--- config.mk ---
export PLATFORM = sky130hd
export DESIGN_NAME = soa_ctrl
export DESIGN_NICKNAME = d
export VERILOG_FILES = /design/src/hw/rtl/soa_pkg.sv /design/src/hw/rtl/soa_ctrl.sv
export SDC_FILE = /design/constraint.sdc
export NUM_CORES = 1
export LEC_CHECK = 0
export ABC_AREA = 1
export BUFFER_PORTS_ARGS = -buffer_cell sky130_fd_sc_hd__buf_2
export CAP_MARGIN = 10
export CELL_PAD_IN_SITES_DETAIL_PLACEMENT = 1
export CELL_PAD_IN_SITES_GLOBAL_PLACEMENT = 1
export CORE_ASPECT_RATIO = 0.9
export CORE_MARGIN = 3
export CORE_UTILIZATION = 33
export CTS_CLUSTER_DIAMETER = 120
export CTS_CLUSTER_SIZE = 8
export DETAILED_ROUTE_END_ITERATION = 7
export GPL_TIMING_DRIVEN = 0
export PLACE_DENSITY = 0.87
export SETUP_SLACK_MARGIN = 0.5
export SLEW_MARGIN = 5
export SYNTH_ARGS = -nofsm -noshare
export SYNTH_HDL_FRONTEND = slang
export SYNTH_SLANG_ARGS = --single-unit
--- constraint.sdc ---
create_clock -name clk_i -period 3.6 [get_ports clk_i]
set_input_delay 0.18 -clock clk_i [delete_from_list [all_inputs] [get_ports clk_i]]
set_output_delay 0.18 -clock clk_i [all_outputs]
set_load 0.01 [all_outputs]
--- src/hw/rtl/soa_pkg.sv ---
package soa_pkg;

  localparam int FRAME_BYTES  = 4096;
  localparam int NUM_FRAMES   = 16;
  localparam int HEADER_BYTES = 48;
  localparam int NUM_CLASSES  = 9;

  localparam int FB_LOG      = $clog2(FRAME_BYTES);
  localparam int FIW         = (NUM_FRAMES > 1) ? $clog2(NUM_FRAMES) : 1;
  localparam int FW          = $clog2(NUM_FRAMES + 1);
  localparam int SPAN        = FRAME_BYTES - HEADER_BYTES;
  localparam int MAX_SLOTS   = SPAN / 8;
  localparam int SW          = $clog2(MAX_SLOTS + 1);
  localparam int STACK_DEPTH = NUM_FRAMES << SW;
  localparam int AW          = FIW + SW;
  localparam int CLS_IW      = $clog2(NUM_CLASSES + 1);

  typedef logic [FW-1:0]  frame_t;
  typedef logic [FIW-1:0] fidx_t;
  typedef logic [SW-1:0]  slot_t;
  typedef logic [3:0]     cls_t;

  typedef enum logic [1:0] {
    OP_ALLOC  = 2'd0,
    OP_FREE   = 2'd1,
    OP_SHRINK = 2'd2,
    OP_NONE   = 2'd3
  } op_e;

  typedef enum logic [2:0] {
    ST_OK          = 3'd0,
    ST_BAD_SIZE    = 3'd1,
    ST_NO_FRAME    = 3'd2,
    ST_NOT_FOUND   = 3'd3,
    ST_DOUBLE_FREE = 3'd4
  } status_e;

  typedef enum logic [4:0] {
    CMD_NONE, CMD_LATCH, CMD_SET_ERR, CMD_EMIT,
    CMD_A_START, CMD_A_HOP, CMD_A_CLAIM, CMD_A_FILL, CMD_A_POP, CMD_A_ADDR,
    CMD_F_SEL, CMD_F_START, CMD_F_READ, CMD_F_NEXT, CMD_F_PUSH,
    CMD_S_START, CMD_S_HEAD, CMD_S_STEP, CMD_S_NEXTC
  } cmd_e;

  typedef struct packed {
    cmd_e    op;
    status_e code;
  } cmd_t;

  typedef struct packed {
    op_e  op;
    logic bad_class;
    logic walk_live;
    logic cur_no_space;
    logic has_space;
    logic free_avail;
    logic fill_last;
    logic free_bad;
    logic scan_done;
    logic scan_hit;
    logic push_full;
    logic last_class;
    logic out_busy;
  } dp_status_t;

  typedef enum logic [3:0] {
    SM_IDLE, SM_DECODE, SM_A_WALK, SM_A_FILL, SM_A_POP, SM_A_ADDR,
    SM_F_CHK, SM_F_LOOP, SM_F_CMP, SM_F_PUSH, SM_S_HEAD, SM_S_WALK, SM_EMIT
  } state_e;

  function automatic logic [11:0] class_bytes_f(cls_t c);
    return 12'(32'd8 << c);
  endfunction

  function automatic slot_t slots_f(cls_t c);
    return SW'(SPAN >> (c + 4'd3));
  endfunction

  function automatic cls_t class_for(logic [15:0] size);
    cls_t r;
    r = cls_t'(NUM_CLASSES);
    for (int k = NUM_CLASSES - 1; k >= 0; k--) begin
      if ({1'b0, size} <= 17'(32'd8 << k)) r = cls_t'(k);
    end
    if (size == 16'd0) r = cls_t'(NUM_CLASSES);
    return r;
  endfunction

endpackage

--- src/hw/rtl/soa_ctrl.sv ---
module soa_ctrl (
  input  logic                clk_i,
  input  logic                rst_ni,
  input  logic                in_valid_i,
  output logic                in_ready_o,
  input  soa_pkg::dp_status_t st_i,
  output soa_pkg::cmd_t       cmd_o
);
  import soa_pkg::*;

  state_e state_q, state_d;

  always_ff @(posedge clk_i or negedge rst_ni) begin
    if (!rst_ni) begin
      state_q <= SM_IDLE;
    end else begin
      state_q <= state_d;
    end
  end

  always_comb begin
    state_d    = state_q;
    cmd_o.op   = CMD_NONE;
    cmd_o.code = ST_OK;
    in_ready_o = 1'b0;
    unique case (state_q)
      SM_IDLE: begin
        in_ready_o = 1'b1;
        if (in_valid_i) begin
          cmd_o.op = CMD_LATCH;
          state_d  = SM_DECODE;
        end
      end
      SM_DECODE: begin
        unique case (st_i.op) inside
          OP_ALLOC, OP_FREE: begin
            if (st_i.bad_class) begin
              cmd_o.op   = CMD_SET_ERR;
              cmd_o.code = ST_BAD_SIZE;
              state_d    = SM_EMIT;
            end else if (st_i.op == OP_ALLOC) begin
              cmd_o.op = CMD_A_START;
              state_d  = SM_A_WALK;
            end else begin
              cmd_o.op = CMD_F_SEL;
              state_d  = SM_F_CHK;
            end
          end
          OP_SHRINK: begin
            cmd_o.op = CMD_S_START;
            state_d  = SM_S_HEAD;
          end
          default: state_d = SM_EMIT;
        endcase
      end
      SM_A_WALK: begin
        if (st_i.walk_live && st_i.cur_no_space) begin
          cmd_o.op = CMD_A_HOP;
        end else if (st_i.has_space) begin
          state_d = SM_A_POP;
        end else if (st_i.free_avail) begin
          cmd_o.op = CMD_A_CLAIM;
          state_d  = SM_A_FILL;
        end else begin
          cmd_o.op   = CMD_SET_ERR;
          cmd_o.code = ST_NO_FRAME;
          state_d    = SM_EMIT;
        end
      end
      SM_A_FILL: begin
        cmd_o.op = CMD_A_FILL;
        if (st_i.fill_last) state_d = SM_A_POP;
      end
      SM_A_POP: begin
        cmd_o.op = CMD_A_POP;
        state_d  = SM_A_ADDR;
      end
      SM_A_ADDR: begin
        cmd_o.op = CMD_A_ADDR;
        state_d  = SM_EMIT;
      end
      SM_F_CHK: begin
        if (st_i.free_bad) begin
          cmd_o.op   = CMD_SET_ERR;
          cmd_o.code = ST_NOT_FOUND;
          state_d    = SM_EMIT;
        end else begin
          cmd_o.op = CMD_F_START;
          state_d  = SM_F_LOOP;
        end
      end
      SM_F_LOOP: begin
        if (st_i.scan_done) begin
          state_d = SM_F_PUSH;
        end else begin
          cmd_o.op = CMD_F_READ;
          state_d  = SM_F_CMP;
        end
      end
      SM_F_CMP: begin
        if (st_i.scan_hit) begin
          cmd_o.op   = CMD_SET_ERR;
          cmd_o.code = ST_DOUBLE_FREE;
          state_d    = SM_EMIT;
        end else begin
          cmd_o.op = CMD_F_NEXT;
          state_d  = SM_F_LOOP;
        end
      end
      SM_F_PUSH: begin
        if (st_i.push_full) begin
          cmd_o.op   = CMD_SET_ERR;
          cmd_o.code = ST_DOUBLE_FREE;
        end else begin
          cmd_o.op = CMD_F_PUSH;
        end
        state_d = SM_EMIT;
      end
      SM_S_HEAD: begin
        cmd_o.op = CMD_S_HEAD;
        state_d  = SM_S_WALK;
      end
      SM_S_WALK: begin
        if (st_i.walk_live) begin
          cmd_o.op = CMD_S_STEP;
        end else if (st_i.last_class) begin
          state_d = SM_EMIT;
        end else begin
          cmd_o.op = CMD_S_NEXTC;
          state_d  = SM_S_HEAD;
        end
      end
      SM_EMIT: begin
        if (!st_i.out_busy) begin
          cmd_o.op = CMD_EMIT;
          state_d  = SM_IDLE;
        end
      end
      default: state_d = SM_IDLE;
    endcase
  end

`ifndef SYNTHESIS
  a_accept_decodes: assert property (@(posedge clk_i) disable iff (!rst_ni)
    (in_valid_i && in_ready_o) |=> (state_q == SM_DECODE))
    else $error("accepted word not decoded");
`endif

endmodule

* Word-level counts from Yosys, hierarchy flattened *
Cells that the tools add are included.

cells by class
  equal/unequal tests = 19
  muxes and demuxes = 39
  reduce and logical (&&, ||, !) cells = 6

operator list
  kind                count
  $pmux 5 s13         1
  $mux 4              16
  $pmux 4 s12         1
  $mux 3              7
  $eq 4x4->1 const B  5
  $eq 4x3->1 const B  4
  $mux 5              3
  $pmux 3 s5          1
  $ne 2x2->1 const B  5
  $pmux 5 s2          1
  $eq 4x2->1 const B  2
  $mux 8              1
  $pmux 4 s2          1
  $mux 2              3
  $reduce_and 5->1    1
  $eq 4x1->1 const B  1
  $logic_not 4->1     1
  $mux 1              4
  $reduce_or 2->1     2
  $eq 2x1->1 const B  1
  $eq 2x2->1 const B  1
  $logic_not 2->1     1
  $logic_and 1x1->1   1

storage, ports and cells
  register bits = 4
  bits of input ports = 17
  output and inout port bits = 9
  word-level logic and storage cells = 65

* Depth between registers and ports, before layout *
  word-level depth = 5
  gate-level depth with buffers = 9
  mapped depth without buffers = 9

* Worst setup path before layout *
No wires, ideal clock.

  kind = flip-flop to flip-flop
  start = register state_q[3]
  end = register state_q[0]
  arrival time = 1.202 ns
  required time = 3.480 ns
  slack = 2.278 ns
  stages on the path, launching flop included = 9
  path buffers = 0
  cell sequence = dfrtp_1 -> inv_2 -> nand2_2 -> nor2_1 -> nand2_1 -> nand3_2 -> nor2_4 -> nand2_1 -> nand2_1

between the ends
  cells in the longest elaborated chain, start to end = 3

RTL lines
  item                                                            RTL line        source
  from (decl)                                                     soa_ctrl.sv:11  state_e state_q, state_d;
  from (signal assigned)                                          soa_ctrl.sv:17  state_q <= state_d;
  $eq 4x4->1 (tied with other cells)                              soa_ctrl.sv:26  unique case (state_q)
  $reduce_or 2->1 (no line) / $ne 2x2->1 (equally long branches)  n/a
  $pmux 4 s12 / $reduce_and 5->1 (equally long branches)          n/a

Parallel ways exist; a longest one is shown, timed or not.
A chain may end at the register's enable or synchronous reset.

==> run summary <==
Worst EP required = 3.42 ns
Fillcell total = 301
Max Root-Sink Buffers = 2
Final hold vios = 0
Antenna violations before repair = 0
Setup TNS = 0 ns
Sw Pwr = 0.378 mW
Syn. warnings = 0
Status = finished, final reports clean
Final clock skew = 0.00383 ns
Max Slew Vio Count = 0
Gr ovfl total = 0
Routed len/inst = 13.4 µm
HP Start = st_i[6]
Utilization after layout = 0.457
Layout area overhead = 25.9%
R2r endpoint = state_q[3]
Synthesized cell area = 728 µm²
CTS sink count = 4
Die Wd = 55.5 µm
Pleak = 0.576 nW
Final period utilization = 0.521
Worst vdd ir = 0.269 mV
First-pass GRT wire length = 4320 µm
ANT cells = 0
Crit path max fanout = 6
Regs by FF count = state_q: 4 flops
Post-Syn Area per Cell = 5.28 µm²
Clock Latency Late Sink = 0.24 ns
Floorplan Core Area = 2010 µm²
GPL Wtd Cong = 0.867
Combinational Power Share = 0.740
Nature of the critical path startpoint = flip-flop
ANT nets after route = 0
Worst reg2reg setup slack = 2.06 ns
Slowest CP cell = dfrtp_1
Placed cell area = 885 µm²
PD cells = 704 nW/µm²
Nets = 186
Seq pwr share = 0.173
Critical path endpoint category = primary output
Finish-stage setup viols = 0
IO Port Bufs = 25
Pre-Repair DR Iteration Count = 4
Chip height = 50.6 µm
Worst Reg-to-Reg Cells = 6
Post-synthesis cell count = 138
Largest net degree at the start of global routing = 9
Net Sw Frac = 0.586
CP most frequent cell = nor2_1
GRT Overall Usage = 0.192
Placed cells = 188
H-tree Lvls = 1
Reg clk slew, reported paths = 0.04 ns
Slew @ Worst Pin = 0.441 ns
Vias in the first global route = 999
Non-filler cells, final = 192
Starting Density = 0.363
Setup Buffers After CTS = 0
Clock power frac = 0.088
Worst Setup Path Type = flip-flop to primary output
Syn Nets = 155
Sequential share of the synthesized area = 0.137
Hold EP = state_q[1]
Arrival time worst endpoint = 1.70 ns
CTS tree = done
Site row count = 15
Pint = 0.268 mW
HPWL after detailed placement = 2240 µm
Yosys cell types = 20
Fin crit period = 1.88 ns
Crit-path cells = nor2_1 > nand4_1 > nand2_1 > nor2_1 > nand3_1 > buf_2
TritonCTS buffer count = 3
Max_cap viols = 0
Largest Register = state_q
Reg2reg start = state_q[1]
Max reg flops = 4
F_max = 0.533 GHz
DRT iter0 DRCs = 22
Total chip power = 0.646 mW
Layout cells sized above 1 = 0.275
IO Count = 26
Final instance area = 917 µm²
HP Class = primary input to flip-flop
Max-slew headroom = 0.705
Final wirelength = 2570 µm
CTS root buf = clkbuf_4
RSZ-0062 raised after global routing = false
Worst hold path depth = 4
Critical Path Max Stage Delay = 0.47 ns
Yosys reg bits = 4
Remaining DRCs = 0
Die ar. = 2810 µm²
Via density = 5.00
Vias = 960
cells in the mapped netlist:
| master | count | share of area |
|---|---|---|
| a31oi_1 | 1 | 0.0086 |
| nand2_4 | 1 | 0.015 |
| nor2_2 | 2 | 0.017 |
| nand3b_1 | 1 | 0.010 |
| nand2_1 | 49 | 0.25 |
| nand3_2 | 1 | 0.014 |
| o21ai_0 | 6 | 0.041 |
| o211ai_1 | 2 | 0.021 |
| nand3_1 | 12 | 0.082 |
| dfrtp_1 | 4 | 0.14 |
| clkinv_2 | 1 | 0.0069 |
| inv_1 | 16 | 0.082 |
| nand3b_2 | 1 | 0.015 |
| nand4_1 | 4 | 0.034 |
| inv_2 | 3 | 0.015 |
| nor2_1 | 22 | 0.11 |
| nand2_2 | 4 | 0.034 |
| nor3_1 | 1 | 0.0069 |
| nor2_4 | 5 | 0.077 |
| a21oi_1 | 2 | 0.014 |
placed cells by master (no fill, tap or decap), types with 2 or more instances in the layout:
| cell | Yosys | layout |
|---|---|---|
| o211ai_1 | 2 | 2 |
| nand3_1 | 12 | 12 |
| buf_2 | 0 | 25 |
| a21oi_1 | 2 | 2 |
| inv_2 | 3 | 3 |
| nand2_2 | 4 | 4 |
| o21ai_0 | 6 | 6 |
| nor2_1 | 22 | 22 |
| nor2_2 | 2 | 2 |
| inv_1 | 16 | 16 |
| clkbuf_4 | 0 | 3 |
| nor2_4 | 5 | 5 |
| dfrtp_1 | 4 | 4 |
| nand4_1 | 4 | 4 |
| nand2_1 | 49 | 49 |
critical path, delay by kind of cell, from the launching register on:
family	cells	cell delay, ns
flip-flops	1	0.47
AND/OR/NAND/NOR	5	0.87
buffers and inverters	1	0.13
metal layers:
layer	GRT usage	vias up	wire, µm
met2	0.339	18	1260
met4	0.0364	0	0
met3	0.0154	0	73
met5	0	-	0
met1	0.256	448	1240
li1	-	494	-
kinds of logic (layout without fill, tap and decap cells):
logic type | Yosys count | count (layout) | synth area share
flip-flops | 4 | 4 | 0.137
AO/OA/AOI/OAI | 11 | 11 | 0.0842
AND/OR/NAND/NOR | 103 | 103 | 0.674
buffers and inverters | 20 | 49 | 0.105
metrics by stage:
| stage | worst slack (ns) | hold WS (ns) |
|---|---|---|
| after floorplan | 2.28 | -0.116 |
| after global placement | 2.00 | -0.0168 |
| after detailed placement | 1.98 | -0.0110 |
| after CTS | 1.72 | 0.240 |
| after global routing | 1.58 | 0.263 |
| final | 1.72 | 0.244 |
how the worst max path moves through the flow:
| stage | start | end | slack [ns] | cells past startpoint |
|---|---|---|---|---|
| 2_1_floorplan | state_q[3] | state_q[0] | 2.28 | 8 |
| 3_3_place_gp | state_q[0] | cmd_o[4] | 2.00 | 6 |
| 3_5_place_dp | state_q[1] | cmd_o[4] | 1.98 | 6 |
| 4_1_cts | state_q[0] | cmd_o[4] | 1.72 | 6 |
| 5_1_grt | state_q[0] | cmd_o[3] | 1.58 | 6 |
| 6_report | state_q[1] | cmd_o[3] | 1.72 | 6 |
repair_timing:
item,CTS,global route
hold endpoints to repair,4,0
resized for setup,0,0
hold buffers,1,0
layout make-up:
cell class,instances,area (µm²),share of cell area
multi-input combinational,114,552,0.602
clock buffer,3,22.5,0.0246
tap,25,31.3,0.0341
timing repair buffer,26,135,0.147
inverter,20,76.3,0.0832
sequential,4,100,0.109
power groups by stage:
stage / combinational (mW) / clock (mW) / sequential, mW
CTS: 0.483 / 0.0585 / 0.111
detailed placement: 0.480 / 0 / 0.111
global route: 0.539 / 0.0616 / 0.118
floorplan: 0.332 / 0 / 0.103
finish: 0.478 / 0.0565 / 0.112
global placement: 0.454 / 0 / 0.110
No activity file was read; power rests on OpenSTA's default activity.
